--- config.mk ---
export PLATFORM = sky130hd
export DESIGN_NAME = ascii_number_parser_auto_base
export DESIGN_NICKNAME = d
export VERILOG_FILES = /design/src/asc_pkg.sv /design/src/asc_in_stage.sv /design/src/asc_parse.sv /design/src/asc_out_stage.sv /design/src/ascii_number_parser_auto_base.sv
export SDC_FILE = /design/constraint.sdc
export NUM_CORES = 1
export LEC_CHECK = 0
export ABC_CLOCK_PERIOD_IN_PS = 5800
export BUFFER_PORTS_ARGS = -buffer_cell sky130_fd_sc_hd__buf_2
export CELL_PAD_IN_SITES_DETAIL_PLACEMENT = 2
export CELL_PAD_IN_SITES_GLOBAL_PLACEMENT = 2
export CORE_ASPECT_RATIO = 1.1
export CORE_MARGIN = 4
export CORE_UTILIZATION = 35
export CTS_CLUSTER_SIZE = 28
export DETAILED_ROUTE_END_ITERATION = 16
export GPL_ROUTABILITY_DRIVEN = 0
export PLACE_DENSITY_LB_ADDON = 0.1
export SYNTH_ARGS = -nofsm -noshare
export SYNTH_HDL_FRONTEND = slang
export SYNTH_SLANG_ARGS = --single-unit
--- constraint.sdc ---
create_clock -name clk -period 5.8 [get_ports clk]
set_clock_uncertainty 0.15 [all_clocks]
set_input_delay 0.29 -clock clk [delete_from_list [all_inputs] [get_ports clk]]
set_output_delay 0.29 -clock clk [all_outputs]
set_load 0.005 [all_outputs]
--- src/asc_pkg.sv ---
// ----------------------------------------------------------------------------
// asc_pkg: shared constants and helpers for the ascii number parser
// Character codes, phase and radix codes, and the digit decode function.
// ----------------------------------------------------------------------------
`default_nettype none

package asc_pkg;

  // accumulator, result, character, digit and radix widths
  localparam int VALUE_WIDTH = 32;
  localparam int OUT_W       = 32;
  localparam int CHAR_W      = 8;
  localparam int DIGIT_W     = 6;
  localparam int RADIX_W     = 5;

  // parse phase codes
  localparam logic [1:0] PH_START  = 2'd0;
  localparam logic [1:0] PH_ZERO   = 2'd1;
  localparam logic [1:0] PH_DIGITS = 2'd2;

  // radix codes
  localparam logic [RADIX_W-1:0] RADIX_DEC = 5'd10;
  localparam logic [RADIX_W-1:0] RADIX_HEX = 5'd16;
  localparam logic [RADIX_W-1:0] RADIX_OCT = 5'd8;
  localparam logic [RADIX_W-1:0] RADIX_BIN = 5'd2;

  // character codes
  localparam logic [CHAR_W-1:0] CH_NUL   = 8'h00;
  localparam logic [CHAR_W-1:0] CH_ZERO  = 8'h30;
  localparam logic [CHAR_W-1:0] CH_NINE  = 8'h39;
  localparam logic [CHAR_W-1:0] CH_UA    = 8'h41;
  localparam logic [CHAR_W-1:0] CH_UB    = 8'h42;
  localparam logic [CHAR_W-1:0] CH_UX    = 8'h58;
  localparam logic [CHAR_W-1:0] CH_UZ    = 8'h5A;
  localparam logic [CHAR_W-1:0] CH_LA    = 8'h61;
  localparam logic [CHAR_W-1:0] CH_LZ    = 8'h7A;
  localparam logic [CHAR_W-1:0] CASE_OFS = 8'h20;

  // digit value that no radix accepts
  localparam logic [DIGIT_W-1:0] BAD_DIGIT    = 6'd36;
  localparam logic [DIGIT_W-1:0] LETTER_BASE  = 6'd10;

  // result passed from the parser to the output register
  typedef struct packed {
    logic [OUT_W-1:0] value;
    logic             ok;
  } result_t;

  // fold lower-case letters onto upper case
  function automatic logic [CHAR_W-1:0] to_upper(input logic [CHAR_W-1:0] c);
    logic [CHAR_W-1:0] u;
    u = c;
    if (c >= CH_LA && c <= CH_LZ) begin
      u = c - CASE_OFS;
    end
    return u;
  endfunction

  // value of a digit character, or the bad code
  function automatic logic [DIGIT_W-1:0] digit_of(input logic [CHAR_W-1:0] c);
    logic [CHAR_W-1:0]  u;
    logic [CHAR_W-1:0]  ofs;
    logic [DIGIT_W-1:0] d;
    u   = to_upper(c);
    ofs = '0;
    d   = BAD_DIGIT;
    if (u >= CH_ZERO && u <= CH_NINE) begin
      ofs = u - CH_ZERO;
      d   = ofs[DIGIT_W-1:0];
    end else if (u >= CH_UA && u <= CH_UZ) begin
      ofs = u - CH_UA;
      d   = ofs[DIGIT_W-1:0] + LETTER_BASE;
    end
    return d;
  endfunction

endpackage

`default_nettype wire

--- src/asc_in_stage.sv ---
// ----------------------------------------------------------------------------
// asc_in_stage: input character register
// Holds one accepted character until the parser consumes it.
// ----------------------------------------------------------------------------
`default_nettype none

module asc_in_stage (
  input  wire logic                      clk,
  input  wire logic                      rst_n,
  input  wire logic                      in_tvalid,
  output logic                           in_tready,
  input  wire logic [asc_pkg::CHAR_W-1:0] in_tdata,
  input  wire logic                      out_free,
  output logic                           chr_fire,
  output logic [asc_pkg::CHAR_W-1:0]     chr_code
);

  logic                       vld_r;
  logic                       vld_nxt;
  logic [asc_pkg::CHAR_W-1:0] chr_r;
  logic                       is_term;

  // a terminator needs room in the result register, other characters never wait
  assign is_term   = (chr_r == asc_pkg::CH_NUL);
  assign chr_fire  = vld_r && (!is_term || out_free);
  assign in_tready = !vld_r || chr_fire;
  assign chr_code  = chr_r;

  // occupancy of the register
  always_comb begin
    vld_nxt = vld_r;
    if (in_tvalid && in_tready) begin
      vld_nxt = 1'b1;
    end else if (chr_fire) begin
      vld_nxt = 1'b0;
    end
  end

  always_ff @(posedge clk) begin
    if (!rst_n) begin
      vld_r <= 1'b0;
    end else begin
      vld_r <= vld_nxt;
    end
  end

  // character payload
  always_ff @(posedge clk) begin
    if (in_tvalid && in_tready) begin
      chr_r <= in_tdata;
    end
  end

endmodule

`default_nettype wire

--- src/asc_parse.sv ---
// ----------------------------------------------------------------------------
// asc_parse: base detection and accumulator update
// One character per cycle while chr_fire is high: prefix tracking, digit check and value * radix + digit.
// ----------------------------------------------------------------------------
`default_nettype none

module asc_parse (
  input  wire logic                       clk,
  input  wire logic                       rst_n,
  input  wire logic                       chr_fire,
  input  wire logic [asc_pkg::CHAR_W-1:0] chr_code,
  output logic                            res_valid,
  output asc_pkg::result_t                res
);

  logic [1:0]                          phase_r, phase_nxt;
  logic [asc_pkg::RADIX_W-1:0]         radix_r, radix_nxt;
  logic [asc_pkg::VALUE_WIDTH-1:0]     acc_r, acc_nxt;
  logic                                failed_r, failed_nxt;

  logic [asc_pkg::RADIX_W-1:0]         eff_radix;
  logic                                take_en;
  logic [asc_pkg::DIGIT_W-1:0]         digit;
  logic [asc_pkg::CHAR_W-1:0]          upper;
  logic [asc_pkg::VALUE_WIDTH-1:0]     scaled;
  logic                                is_term;

  assign digit   = asc_pkg::digit_of(chr_code);
  assign upper   = asc_pkg::to_upper(chr_code);
  assign is_term = (chr_code == asc_pkg::CH_NUL);

  // prefix handling picks the radix for this character and whether it is a digit
  always_comb begin
    phase_nxt = phase_r;
    radix_nxt = radix_r;
    eff_radix = radix_r;
    take_en   = 1'b0;
    unique case (phase_r)
      asc_pkg::PH_START: begin
        if (chr_code == asc_pkg::CH_ZERO) begin
          phase_nxt = asc_pkg::PH_ZERO;
        end else begin
          phase_nxt = asc_pkg::PH_DIGITS;
          radix_nxt = asc_pkg::RADIX_DEC;
          eff_radix = asc_pkg::RADIX_DEC;
          take_en   = 1'b1;
        end
      end
      asc_pkg::PH_ZERO: begin
        phase_nxt = asc_pkg::PH_DIGITS;
        if (upper == asc_pkg::CH_UX) begin
          radix_nxt = asc_pkg::RADIX_HEX;
        end else if (upper == asc_pkg::CH_UB) begin
          radix_nxt = asc_pkg::RADIX_BIN;
        end else begin
          radix_nxt = asc_pkg::RADIX_OCT;
          eff_radix = asc_pkg::RADIX_OCT;
          take_en   = 1'b1;
        end
      end
      default: begin
        take_en = 1'b1;
      end
    endcase
  end

  // multiply by the radix with shifts and, for decimal, one add
  always_comb begin
    unique case (eff_radix)
      asc_pkg::RADIX_HEX: scaled = acc_r << 4;
      asc_pkg::RADIX_OCT: scaled = acc_r << 3;
      asc_pkg::RADIX_BIN: scaled = acc_r << 1;
      default:            scaled = (acc_r << 3) + (acc_r << 1);
    endcase
  end

  // accumulate or flag a bad character
  always_comb begin
    acc_nxt    = acc_r;
    failed_nxt = failed_r;
    if (take_en && !failed_r) begin
      if (digit < asc_pkg::DIGIT_W'(eff_radix)) begin
        acc_nxt = scaled + asc_pkg::VALUE_WIDTH'(digit);
      end else begin
        failed_nxt = 1'b1;
      end
    end
  end

  // result on the terminator
  assign res_valid = chr_fire && is_term;
  assign res.value = asc_pkg::OUT_W'(acc_r);
  assign res.ok    = !failed_r;

  // parse state, back to start after each string
  always_ff @(posedge clk) begin
    if (!rst_n) begin
      phase_r  <= asc_pkg::PH_START;
      radix_r  <= asc_pkg::RADIX_DEC;
      acc_r    <= '0;
      failed_r <= 1'b0;
    end else if (chr_fire) begin
      if (is_term) begin
        phase_r  <= asc_pkg::PH_START;
        radix_r  <= asc_pkg::RADIX_DEC;
        acc_r    <= '0;
        failed_r <= 1'b0;
      end else begin
        phase_r  <= phase_nxt;
        radix_r  <= radix_nxt;
        acc_r    <= acc_nxt;
        failed_r <= failed_nxt;
      end
    end
  end

endmodule

`default_nettype wire

--- src/asc_out_stage.sv ---
// ----------------------------------------------------------------------------
// asc_out_stage: result register
// Holds one finished result until the receiver takes it.
// ----------------------------------------------------------------------------
`default_nettype none

module asc_out_stage (
  input  wire logic                      clk,
  input  wire logic                      rst_n,
  input  wire logic                      res_valid,
  input  wire asc_pkg::result_t          res,
  output logic                           out_free,
  output logic                           out_tvalid,
  input  wire logic                      out_tready,
  output logic [asc_pkg::OUT_W-1:0]      out_tdata,
  output logic                           out_tuser
);

  logic             vld_r;
  logic             vld_nxt;
  asc_pkg::result_t res_r;

  assign out_free   = !vld_r || out_tready;
  assign out_tvalid = vld_r;
  assign out_tdata  = res_r.value;
  assign out_tuser  = res_r.ok;

  // occupancy of the result register
  always_comb begin
    vld_nxt = vld_r;
    if (res_valid) begin
      vld_nxt = 1'b1;
    end else if (out_tready) begin
      vld_nxt = 1'b0;
    end
  end

  always_ff @(posedge clk) begin
    if (!rst_n) begin
      vld_r <= 1'b0;
    end else begin
      vld_r <= vld_nxt;
    end
  end

  // result payload
  always_ff @(posedge clk) begin
    if (res_valid) begin
      res_r <= res;
    end
  end

endmodule

`default_nettype wire

--- src/ascii_number_parser_auto_base.sv ---
// ----------------------------------------------------------------------------
// ascii_number_parser_auto_base: ASCII to unsigned integer with base prefix
// Parses zero-terminated strings; 0x/0X hex, 0b/0B binary, leading 0 octal.
// ----------------------------------------------------------------------------
// Usage:
//   in_*  : one ASCII character per request in in_tdata; a zero byte ends
//           the string and is the only character that produces a result.
//   out_* : one result per string: parsed value in out_tdata (modulo
//           2^VALUE_WIDTH, partial on a bad character) and ok in out_tuser.
// Throughput: one character per cycle, back to back, except that a terminator
//   waits while the result register is full; the parse step (radix shift-add
//   and digit check) finishes in the cycle after the character is registered.
// Path: an accepted terminator goes through the input register, then the
//   result register, before it shows on out_tvalid.
// Reset: rst_n low clears both registers and returns the parser to the start
//   of a string in decimal with a zero accumulator.
// Stall: while a result waits for out_tready, non-terminator characters keep
//   flowing; a following terminator waits in the input register and in_tready
//   drops until the result register frees.
// ----------------------------------------------------------------------------
`default_nettype none

module ascii_number_parser_auto_base (
  input  wire logic                       clk,
  input  wire logic                       rst_n,
  input  wire logic                       in_tvalid,
  output logic                            in_tready,
  input  wire logic [7:0]                 in_tdata,   // [7:0] char_code
  output logic                            out_tvalid,
  input  wire logic                       out_tready,
  output logic [31:0]                     out_tdata,  // [31:0] value
  output logic                            out_tuser   // [0] ok
);

  logic                       out_free;
  logic                       chr_fire;
  logic [asc_pkg::CHAR_W-1:0] chr_code;
  logic                       res_valid;
  asc_pkg::result_t           res;

  // input character register
  asc_in_stage u_in (
    .clk       (clk),
    .rst_n     (rst_n),
    .in_tvalid (in_tvalid),
    .in_tready (in_tready),
    .in_tdata  (in_tdata),
    .out_free  (out_free),
    .chr_fire  (chr_fire),
    .chr_code  (chr_code)
  );

  // parse state and accumulator
  asc_parse u_parse (
    .clk       (clk),
    .rst_n     (rst_n),
    .chr_fire  (chr_fire),
    .chr_code  (chr_code),
    .res_valid (res_valid),
    .res       (res)
  );

  // result register
  asc_out_stage u_out (
    .clk        (clk),
    .rst_n      (rst_n),
    .res_valid  (res_valid),
    .res        (res),
    .out_free   (out_free),
    .out_tvalid (out_tvalid),
    .out_tready (out_tready),
    .out_tdata  (out_tdata),
    .out_tuser  (out_tuser)
  );

endmodule

`default_nettype wire

# Word level (Yosys, flattened, before mapping)
# Cells that the tools add are included.
# totals
regBits,83
in_bits,12
output_inout_bits,35
wordCells,83
# classes
add_sub_neg,6
order_cmp,7
n_eq_ne,8
mux,29
n_reduce_logical,24
# ops
operator,count
32-bit two-way mux,3
32-bit case mux with 3 select lines,1
32-bit adder,1
32-bit by 6-bit adder with 32-bit output,1
5-bit two-way mux,5
5-bit case mux with 2 select lines,2
8-bit by 7-bit == test with 1-bit output (second input constant),2
8-bit by 7-bit >= comparator with 1-bit output (second input constant),2
8-bit by 7-bit <= comparator with 1-bit output (second input constant),2
6-bit two-way mux,2
1-bit two-way mux,10
8-bit by 6-bit == test with 1-bit output (second input constant),1
8-bit by 6-bit >= comparator with 1-bit output (second input constant),1
8-bit by 6-bit <= comparator with 1-bit output (second input constant),1
8-bit logical NOT,1
8-bit two-way mux,1
2-bit nonzero test,4
8-bit by 6-bit subtractor with 8-bit output (second input constant),1
1-bit logical AND,7
6-bit by 4-bit adder with 6-bit output (second input constant),1
6-bit by 5-bit < comparator with 1-bit output,1
3-bit AND reduction,2
6-bit by 1-bit subtractor with 6-bit output (second input constant),1
6-bit subtractor (second input constant),1
other kinds (14),20

# Longest topological paths before layout
# Gate-level depths: netlist of run 1.
# depth
word_depth,13
mapped_depth,27

# By module
# From an unflattened synthesis of run 1, not the netlist that was laid out.
# hier_totals
cells_unflattened,794
area_unflattened_um2,6910.4
# by_module_without_submodules
module,instances,cells_each,area_per_inst_um2,seq_area_each_um2
asc_parse,1,739,5555.3,800.8
asc_out_stage,1,37,1039.7,1011.0
asc_in_stage,1,18,315.3,260.2

# Least setup slack after synthesis of run 1
# No wires, ideal clock.
# synth_path
kind,reg-to-reg
startpoint,reg u_in.chr_r (netlist bit u_in.chr_code[0])
endpoint,reg u_parse.acc_r[30] in the netlist's numbering
t_arrival_ns,5.511
required_ns,5.533
setup_slack_ns,0.022
path_stages_with_launch,28
n_path_buf,4
cell_sequence,edfxtp_1 buf_2 inv_1 ha_1 nor4b_4 and2_1 o41ai_4 ha_1 and4b_1 a31oi_1 nor4_2 or2_1 buf_2 buf_2 buf_2 a222oi_1 inv_1 ha_1 a21oi_1 o21bai_1 a21oi_1 a21oi_1 o2111ai_2 nor4b_4 and4bb_2 nand4b_1 xor2_1 a22o_1
# synth_between
elab_chain_cells,13
# synth_rtl
item,line,source
from (decl),asc_in_stage.sv:20,logic [asc_pkg::CHAR_W-1:0] chr_r;
from (signal assigned),asc_in_stage.sv:50,chr_r <= in_tdata;
"parallel branches: the longest is 13 deep, another holds 32-bit by 6-bit adder with 32-bit output",n/a,
to (signal assigned),asc_parse.sv:111,acc_r <= acc_nxt;
to (decl),asc_parse.sv:18,"logic [asc_pkg::VALUE_WIDTH-1:0] acc_r, acc_nxt;"
# Parallel ways; which one is timed is not known. The select of a mux whose other input is x is not followed.
# A chain may end at the register's enable or synchronous reset.

# Worst setup path in the final report of run 1
# Same ends and word-level chain as after synthesis.

==> results.yml, run 1 <==
clock_network:
  tritoncts: "built"
  cts-buffers-inserted: 9
  cts.sink_count: 83
  cts-htree-levels: 3
  worst_skew_pair.late_latency_ns: 0.36
  clock_tree.root_cell: "sky130_fd_sc_hd__clkbuf_16"
  path_clk_slew_ns: 0.07
  max-clock-path-buffers: 2
sta:
  maxSlewHeadroom_pct: 18.27
  timing_worst_slew_pin_value_ns: 1.223
  layout_min_cycle_time_ns: 5.594
  finalSetupViolCount: 0
  timing_hold_violations_final: 0
  max_clock_freq_ghz: 0.1788
  layout_worst_path_cycle_share_pct: 96.44
  final-max-slew-violation-count: 0
floorplan:
  fp.dieH_um: 154.0
  design.die.area_um2: 21670
  floorplan.initialDensity_pct: 35.51
  die_width_um: 140.7
  num_io_pins: 47
  std_cell_rows: 53
  fp.coreArea_um2: 19100
route:
  drt-pass1-iter-count: 5
  num_vias: 6763
  via_per_inst: 6.188
  wirelength_mm: 26.91
  drt-wirelength-per-cell_um: 24.62
  first_iter_violations: 390
  detail_route.drc_violations: 0
  ant_nets: 0
synth:
  number_of_enable_flip_flop_cells_after_synthesis: 41
  synth_xor_area_share_pct: 5.683
  syn_inst: 766
  synth.cell_area_um2: 6782
  synth_compound_gate_area_share_pct: 28.58
  synthSimpleGateAreaFrac_pct: 21.62
  ys_dominant_reg_cell: "sky130_fd_sc_hd__dfxtp_1"
  share_of_async_settable_or_async_resettable_flops_after_synthesis_pct: 0
  synth_fa_ha_area_share_pct: 9.077
  yosys-mux-area-fraction_pct: 0.9041
  synth.ff_latch_count: 83
  postSynthAreaPerCell_um2: 8.853
  synth_warnings: 0
  synth_seq_area_share_pct: 30.55
  yosysUniqueCellTypes: 88
  synth.net_count: 826
  combinational_family_with_the_most_area_after_synthesis: "compound AO/OA/AOI/OAI gates"
finish:
  insertedDiodeCount: 0
  drive_above_1_share_pct: 17.38
  post-route-util_pct: 41.87
  number_of_nets_in_the_finished_design: 901
  layout.cell_area.non_filler_um2: 7996
  areaGrowthSynthToFinish_pct: 17.92
job:
  timing.max_cap.violations: 0
placement:
  place_area_um2: 7450
  port-buffer-count: 46
  detailed_place_hpwl_mm: 20.03
grt:
  grt_first_pass_wirelength_mm: 42.31
  first_global_vias: 7301
  global_route.overflow_total: 0
  initial_antenna_violation_count: 0
  total_grt_usage_pct: 24.60
  grt_start_max_net_pins: 34
power_and_ir_drop:
  leak_pwr_nw: 3.102
  irDropWorstVdd_uv: 127.1
  power_density_nw_per_um2: 175.6
status:
  run_status: "finished, final reports clean"
setup_path:
  timing.critical_path.fanout_max: 6
  worstPathArrival_ns: 5.69
  endpoint_kind: "flip-flop"
  cp-start-kind: "flip-flop"
  required_ns: 5.90
  path_class: "flip-flop to flip-flop"
hold_path:
  hold_path.class: "input port to flip-flop"
[cell families after synthesis]
logic type      Yosys count
compound gates          260
flops                    83
simple gates            268
fa+ha+maj                48
buf+inv                  57
mux                       6
xor+xnor                 44
[path summary, 6_finish.rpt]
path	depth (start not counted)	slack, ns	to	start
setup reg to reg	23	0.21	u_parse.acc_r[30]$_SDFFE_PN0P_	u_in.chr_code[0]$_DFFE_PP_
hold / removal	3	0.08	u_in.vld_r$_SDFFE_PN0P_	in_tvalid
hold reg to reg	0	0.30	u_out.out_tdata[31]$_DFFE_PP_	u_parse.acc_r[31]$_SDFFE_PN0P_
setup / recovery	23	0.21	u_parse.acc_r[30]$_SDFFE_PN0P_	u_in.chr_code[0]$_DFFE_PP_
[critical path: stages, from the launching register on]
cell and delay (ns):
sky130_fd_sc_hd__edfxtp_1 0.41, sky130_fd_sc_hd__inv_1 0.08, sky130_fd_sc_hd__ha_1 0.22, sky130_fd_sc_hd__nor4b_4 0.14
sky130_fd_sc_hd__and2_1 0.22, sky130_fd_sc_hd__o41ai_4 0.58, sky130_fd_sc_hd__ha_2 0.31, sky130_fd_sc_hd__nand4b_1 0.16
sky130_fd_sc_hd__a221oi_4 0.41, sky130_fd_sc_hd__a21oi_1 0.13, sky130_fd_sc_hd__nor2_1 0.20, sky130_fd_sc_hd__a31oi_4 0.09
sky130_fd_sc_hd__ha_1 0.33, sky130_fd_sc_hd__a21o_1 0.11, sky130_fd_sc_hd__a21oi_1 0.10, sky130_fd_sc_hd__o21bai_1 0.15
sky130_fd_sc_hd__a21oi_1 0.11, sky130_fd_sc_hd__a21oi_1 0.20, sky130_fd_sc_hd__o2111ai_2 0.23, sky130_fd_sc_hd__nor4b_4 0.29
sky130_fd_sc_hd__and4bb_4 0.35, sky130_fd_sc_hd__nand4b_1 0.14, sky130_fd_sc_hd__xor2_1 0.18, sky130_fd_sc_hd__a22o_1 0.18
[registers in the layout, summed over array words and instances, names as in the netlist]
| signal | count |
|---|---|
| u_out.out_tdata | 32 |
| u_parse.acc_r | 32 |
| u_in.chr_code | 8 |
| u_parse.radix_r | 5 |
| u_parse.phase_r | 2 |
| u_in.vld_r | 1 |
| u_out.out_tuser | 1 |
| u_out.out_tvalid | 1 |
| u_parse.failed_r | 1 |
[metal layers]
metal	up-vias	share of wire, %	track usage [%]
li1	3105	-	-
met2	125	53	46.51
met3	46	2.2	2.053
met4	0	2.9	7.614
met1	3487	42	29.20
met5	-	0	0
[placed cells by master (no fill, tap or decap), types with 17 or more instances in the layout]
master,instances
sky130_fd_sc_hd__xnor2_1,25
sky130_fd_sc_hd__buf_2,46
sky130_fd_sc_hd__a22o_1,21
sky130_fd_sc_hd__buf_4,43
sky130_fd_sc_hd__inv_1,23
sky130_fd_sc_hd__nor2_1,56
sky130_fd_sc_hd__edfxtp_1,41
sky130_fd_sc_hd__o21ai_0,33
sky130_fd_sc_hd__dfxtp_1,42
sky130_fd_sc_hd__nand2_1,59
sky130_fd_sc_hd__nor3_1,17
sky130_fd_sc_hd__a21oi_1,47
sky130_fd_sc_hd__nand3_1,19
sky130_fd_sc_hd__a22oi_1,21
sky130_fd_sc_hd__xor2_1,19
sky130_fd_sc_hd__ha_1,44
sky130_fd_sc_hd__nor2b_1,21
[synth_stat cells, types with 15 or more instances]
library cell / n / share of area, %
sky130_fd_sc_hd__edfxtp_1: 41 / 18
sky130_fd_sc_hd__a21oi_1: 49 / 3.6
sky130_fd_sc_hd__inv_1: 23 / 1.3
sky130_fd_sc_hd__o21ai_0: 34 / 2.5
sky130_fd_sc_hd__a22o_1: 21 / 2.7
sky130_fd_sc_hd__nand4_1: 15 / 1.4
sky130_fd_sc_hd__dfxtp_1: 42 / 12
sky130_fd_sc_hd__nand2_1: 59 / 3.3
sky130_fd_sc_hd__buf_2: 17 / 1.3
sky130_fd_sc_hd__xor2_1: 19 / 2.5
sky130_fd_sc_hd__xnor2_1: 25 / 3.2
sky130_fd_sc_hd__nor2b_1: 21 / 1.9
sky130_fd_sc_hd__clkbuf_1: 15 / 0.83
sky130_fd_sc_hd__nor2_1: 58 / 3.2
sky130_fd_sc_hd__a22oi_1: 21 / 2.3
sky130_fd_sc_hd__nor3_1: 19 / 1.4
sky130_fd_sc_hd__ha_1: 46 / 8.5
sky130_fd_sc_hd__nand3_1: 19 / 1.4
[power breakdown]
part           leakage, nW  internal, W  switching, W  total (W)
clock network        0.139     0.000299      0.000285   0.000585
logic                 2.25    0.0000707      0.000120   0.000190
registers            0.709     0.000618     0.0000111   0.000629
[area by class of cell]
| cell class | instances | area [µm²] |
|---|---|---|
| flip-flops and latches | 83 | 2072 |
| inverters | 23 | 86.33 |
| well taps | 247 | 309.0 |
| clock inverters | 7 | 58.81 |
| repair buffers | 98 | 653.1 |
| multi-input cells | 626 | 4592 |
| fillers | 2151 | 11100 |
| clock buffers | 9 | 225.2 |
[repair_timing]
action / in CTS / in global routing
hold buffers: 8 / 0
buffers inserted: 0 / 9
pin swaps: 0 / 8
resized for setup: 1 / 19
setup endpoints to repair: 5 / 20
endpoints found under the hold margin: 8 / 0
[through the flow]
| stage | total power, W | setup TNS [ns] | std cells | hold slack [ns] | setup WS [ns] |
|---|---|---|---|---|---|
| finish | 0.001405 | 0 | 1093 | 0.07546 | 0.2063 |
| global placement | 0.0007969 | 0 | 1060 | 0.2967 | 0.2950 |
| floorplan | 0.0007431 | 0 | 766 | 0.2389 | 0.02185 |
| global route | 0.001459 | -0.5050 | 1093 | 0.09281 | -0.1419 |
| CTS | 0.001398 | 0 | 1084 | 0.08253 | 0.01413 |
| detailed placement | 0.0008049 | -0.05940 | 1060 | 0.2789 | -0.04020 |
No activity file was read; power rests on OpenSTA's default activity.
==> inputs of run 2 (changes only) <==
Settings changed: CORE_UTILIZATION 35 to 25.
==> run 2 against run 1 <==
  * Design area barely moved
  * Core utilization fell by 12 points
  * Critical path depth rose by 1
  * Highest routed layer unchanged
==> results.yml, run 2 (same netlist as run 1, synthesis figures left out) <==
setup_path:
  required_ns: 5.90
  crit_path_cell_trace: "inv_1, ha_1, nor4b_4, and2_1, o41ai_4, ha_2, and4b_1, a31oi_2, nor3_2, a21oi_1, buf_4, a222oi_1, inv_1, ha_1, a21oi_1, o21bai_1, a21oi_1, a21oi_2, o2111ai_2, nor4b_4, and4bb_4, nand4_1, xor2_1, a22o_1"
  r2r_cells: 24
  path_delay_family: "compound AO/OA/AOI/OAI gates"
  worstPathArrival_ns: 5.50
  path_class: "flip-flop to flip-flop"
  rr_startpoint: "u_in.chr_code[0]$_DFFE_PP_"
  cp-start-kind: "flip-flop"
  endpoint_kind: "flip-flop"
  path_buf_inv: 3
  cp_slowest_cell: "sky130_fd_sc_hd__o41ai_4"
  cp_common_cell: "sky130_fd_sc_hd__a21oi_1"
  r2r_end: "u_parse.acc_r[26]$_SDFFE_PN0P_"
  cp_slowest_stage_delay_ns: 0.40
  reg2reg_setup_slack_ns: 0.39
  timing.critical_path.fanout_max: 10
clock_network:
  clock_tree.root_cell: "sky130_fd_sc_hd__clkbuf_16"
  path_clk_slew_ns: 0.07
  cts.sink_count: 83
  cts-buffers-inserted: 9
  max-clock-path-buffers: 2
  worst_skew_pair.late_latency_ns: 0.36
  cts-htree-levels: 3
  tritoncts: "built"
job:
  timing.max_cap.violations: 0
sta:
  timing_hold_violations_final: 0
  timing_worst_slew_pin_value_ns: 1.194
  layout_worst_path_cycle_share_pct: 93.25
  final-max-slew-violation-count: 0
  maxSlewHeadroom_pct: 19.85
  max_clock_freq_ghz: 0.1849
  final.setup.worst_slack_ns: 0.3913
  finalSetupViolCount: 0
  finalSetupTns_ns: 0
  grt_setup_unrepaired: "no"
  fin_hold_ws_ns: 0.08497
  layout_min_cycle_time_ns: 5.409
route:
  drt-wirelength-per-cell_um: 22.42
  drt-pass1-iter-count: 4
  detail_route.drc_violations: 0
  wirelength_mm: 26.66
  via_per_inst: 5.418
  num_vias: 6442
  ant_nets: 0
  first_iter_violations: 253
grt:
  global_route.overflow_total: 0
  initial_antenna_violation_count: 0
  grt_first_pass_wirelength_mm: 42.25
  grt_start_max_net_pins: 28
  total_grt_usage_pct: 17.99
  first_global_vias: 7181
finish:
  drive_above_1_share_pct: 16.25
  post-route-util_pct: 30.26
  insertedDiodeCount: 0
  number_of_nets_in_the_finished_design: 892
  layout_commonest_cell: "sky130_fd_sc_hd__nand2_1"
  layout_common_cells: "sky130_fd_sc_hd__nand2_1 (59), sky130_fd_sc_hd__nor2_1 (56), sky130_fd_sc_hd__a21oi_1 (47), sky130_fd_sc_hd__buf_2 (46), sky130_fd_sc_hd__ha_1 (44)"
  areaGrowthSynthToFinish_pct: 18.03
power_and_ir_drop:
  irDropWorstVdd_uv: 116.1
  switching_power_w: 0.0004056
  clockPowerShare_pct: 43.3
  power.combinational.fraction_pct: 12.6
  seq_power_share_pct: 44.2
  p_total_w: 0.001420
  leak_pwr_nw: 3.044
  power_density_nw_per_um2: 177.5
  sw_frac_of_total_pct: 28.55
  cellInternalPower_w: 0.001015
placement:
  detailed_place_hpwl_mm: 20.43
  port-buffer-count: 46
  pre_cts_ws_ns: -0.07958
floorplan:
  num_io_pins: 47
  fp.dieH_um: 180.7
  design.die.area_um2: 29830
  std_cell_rows: 62
  fp.coreArea_um2: 26450
  floorplan.initialDensity_pct: 25.64
  die_width_um: 165.0
hold_path:
  hold_path.class: "input port to flip-flop"
  whs_path_depth: 3
  worst_hold_startpoint: "in_tvalid"
  timing.hold.worst_endpoint: "u_in.vld_r$_SDFFE_PN0P_"
status:
  run_status: "finished, final reports clean"
[run 2: cell count changes in the layout (fill, tap and decap cells not counted), sizes merged]
| cell | before | now |
|---|---|---|
| bufinv | 0 | 1 |
| buf | 90 | 81 |
| inv | 28 | 23 |
| clkinv | 1 | 5 |
[run 2: metrics by stage]
| stage | instances | cell area [µm²] |
|---|---|---|
| 6_report | 1189 | 8004 |
| 5_1_grt | 1189 | 8004 |
| 4_1_cts | 1185 | 7924 |
| 3_5_place_dp | 1161 | 7538 |
| 3_3_place_gp | 1161 | 7538 |
| 2_1_floorplan | 766 | 6782 |
[run 2: power by group through the flow]
stage / Clock (W) / Combinational, W / Sequential (W)
after floorplan: 0 / 0.000104 / 0.000639
after global placement: 0 / 0.000160 / 0.000640
after detailed placement: 0 / 0.000166 / 0.000641
after CTS: 0.000637 / 0.000172 / 0.000627
after global routing: 0.000656 / 0.000194 / 0.000629
final: 0.000615 / 0.000178 / 0.000627
[run 2: timing repair]
item	CTS	global route
setup endpoints to repair	5	20
resized for setup	2	10
hold buffers	8	0
buffers inserted	0	4
pin swaps	0	5
endpoints found under the hold margin	8	0
[run 2: cell type report]
class                           instances  area, µm²
Clock buffer                            9      225.2
Clock inverter                          7      68.82
Fill cell                            3030      18450
Inverter                               23      86.33
Multi-Input combinational cell        626       4538
Sequential cell                        83       2072
Tap cell                              352      440.4
Timing Repair Buffer                   89      573.1
[run 2: worst register-to-register path, cell delays in order, from the launching register on]
cell and delay [ns]:
sky130_fd_sc_hd__edfxtp_1 0.38, sky130_fd_sc_hd__inv_1 0.08, sky130_fd_sc_hd__ha_1 0.22, sky130_fd_sc_hd__nor4b_4 0.14, sky130_fd_sc_hd__and2_1 0.20, sky130_fd_sc_hd__o41ai_4 0.40, sky130_fd_sc_hd__ha_2 0.29, sky130_fd_sc_hd__and4b_1 0.25
sky130_fd_sc_hd__a31oi_2 0.09, sky130_fd_sc_hd__nor3_2 0.24, sky130_fd_sc_hd__a21oi_1 0.14, sky130_fd_sc_hd__buf_4 0.20, sky130_fd_sc_hd__a222oi_1 0.26, sky130_fd_sc_hd__inv_1 0.08, sky130_fd_sc_hd__ha_1 0.33, sky130_fd_sc_hd__a21oi_1 0.11
sky130_fd_sc_hd__o21bai_1 0.15, sky130_fd_sc_hd__a21oi_1 0.13, sky130_fd_sc_hd__a21oi_2 0.16, sky130_fd_sc_hd__o2111ai_2 0.19, sky130_fd_sc_hd__nor4b_4 0.29, sky130_fd_sc_hd__and4bb_4 0.34, sky130_fd_sc_hd__nand4_1 0.13, sky130_fd_sc_hd__xor2_1 0.17
sky130_fd_sc_hd__a22o_1 0.18
[run 2: routing by layer]
layer / track usage, % / vias up / wire length, µm
li1: - / 3088 / -
met1: 23.01 / 3275 / 12170
met2: 32.22 / 62 / 13700
met3: 2.051 / 17 / 455
met4: 3.927 / 0 / 329
met5: 0 / - / 0
[run 2: worst max path at each step]
| stage | cells past startpoint | slack [ns] | startpoint | endpoint |
|---|---|---|---|---|
| finish | 24 | 0.39 | u_in.chr_code[0]$_DFFE_PP_ | u_parse.acc_r[26]$_SDFFE_PN0P_ |
| global route | 22 | 0.02 | u_in.chr_code[0]$_DFFE_PP_ | u_parse.acc_r[26]$_SDFFE_PN0P_ |
| CTS | 23 | 0.08 | u_in.chr_code[0]$_DFFE_PP_ | u_parse.acc_r[26]$_SDFFE_PN0P_ |
| detailed placement | 23 | -0.08 | u_in.chr_code[0]$_DFFE_PP_ | u_parse.acc_r[28]$_SDFFE_PN0P_ |
| global placement | 23 | 0.29 | u_in.chr_code[0]$_DFFE_PP_ | u_parse.acc_r[30]$_SDFFE_PN0P_ |
| floorplan | 27 | 0.02 | u_in.chr_code[0]$_DFFE_PP_ | u_parse.acc_r[30]$_SDFFE_PN0P_ |
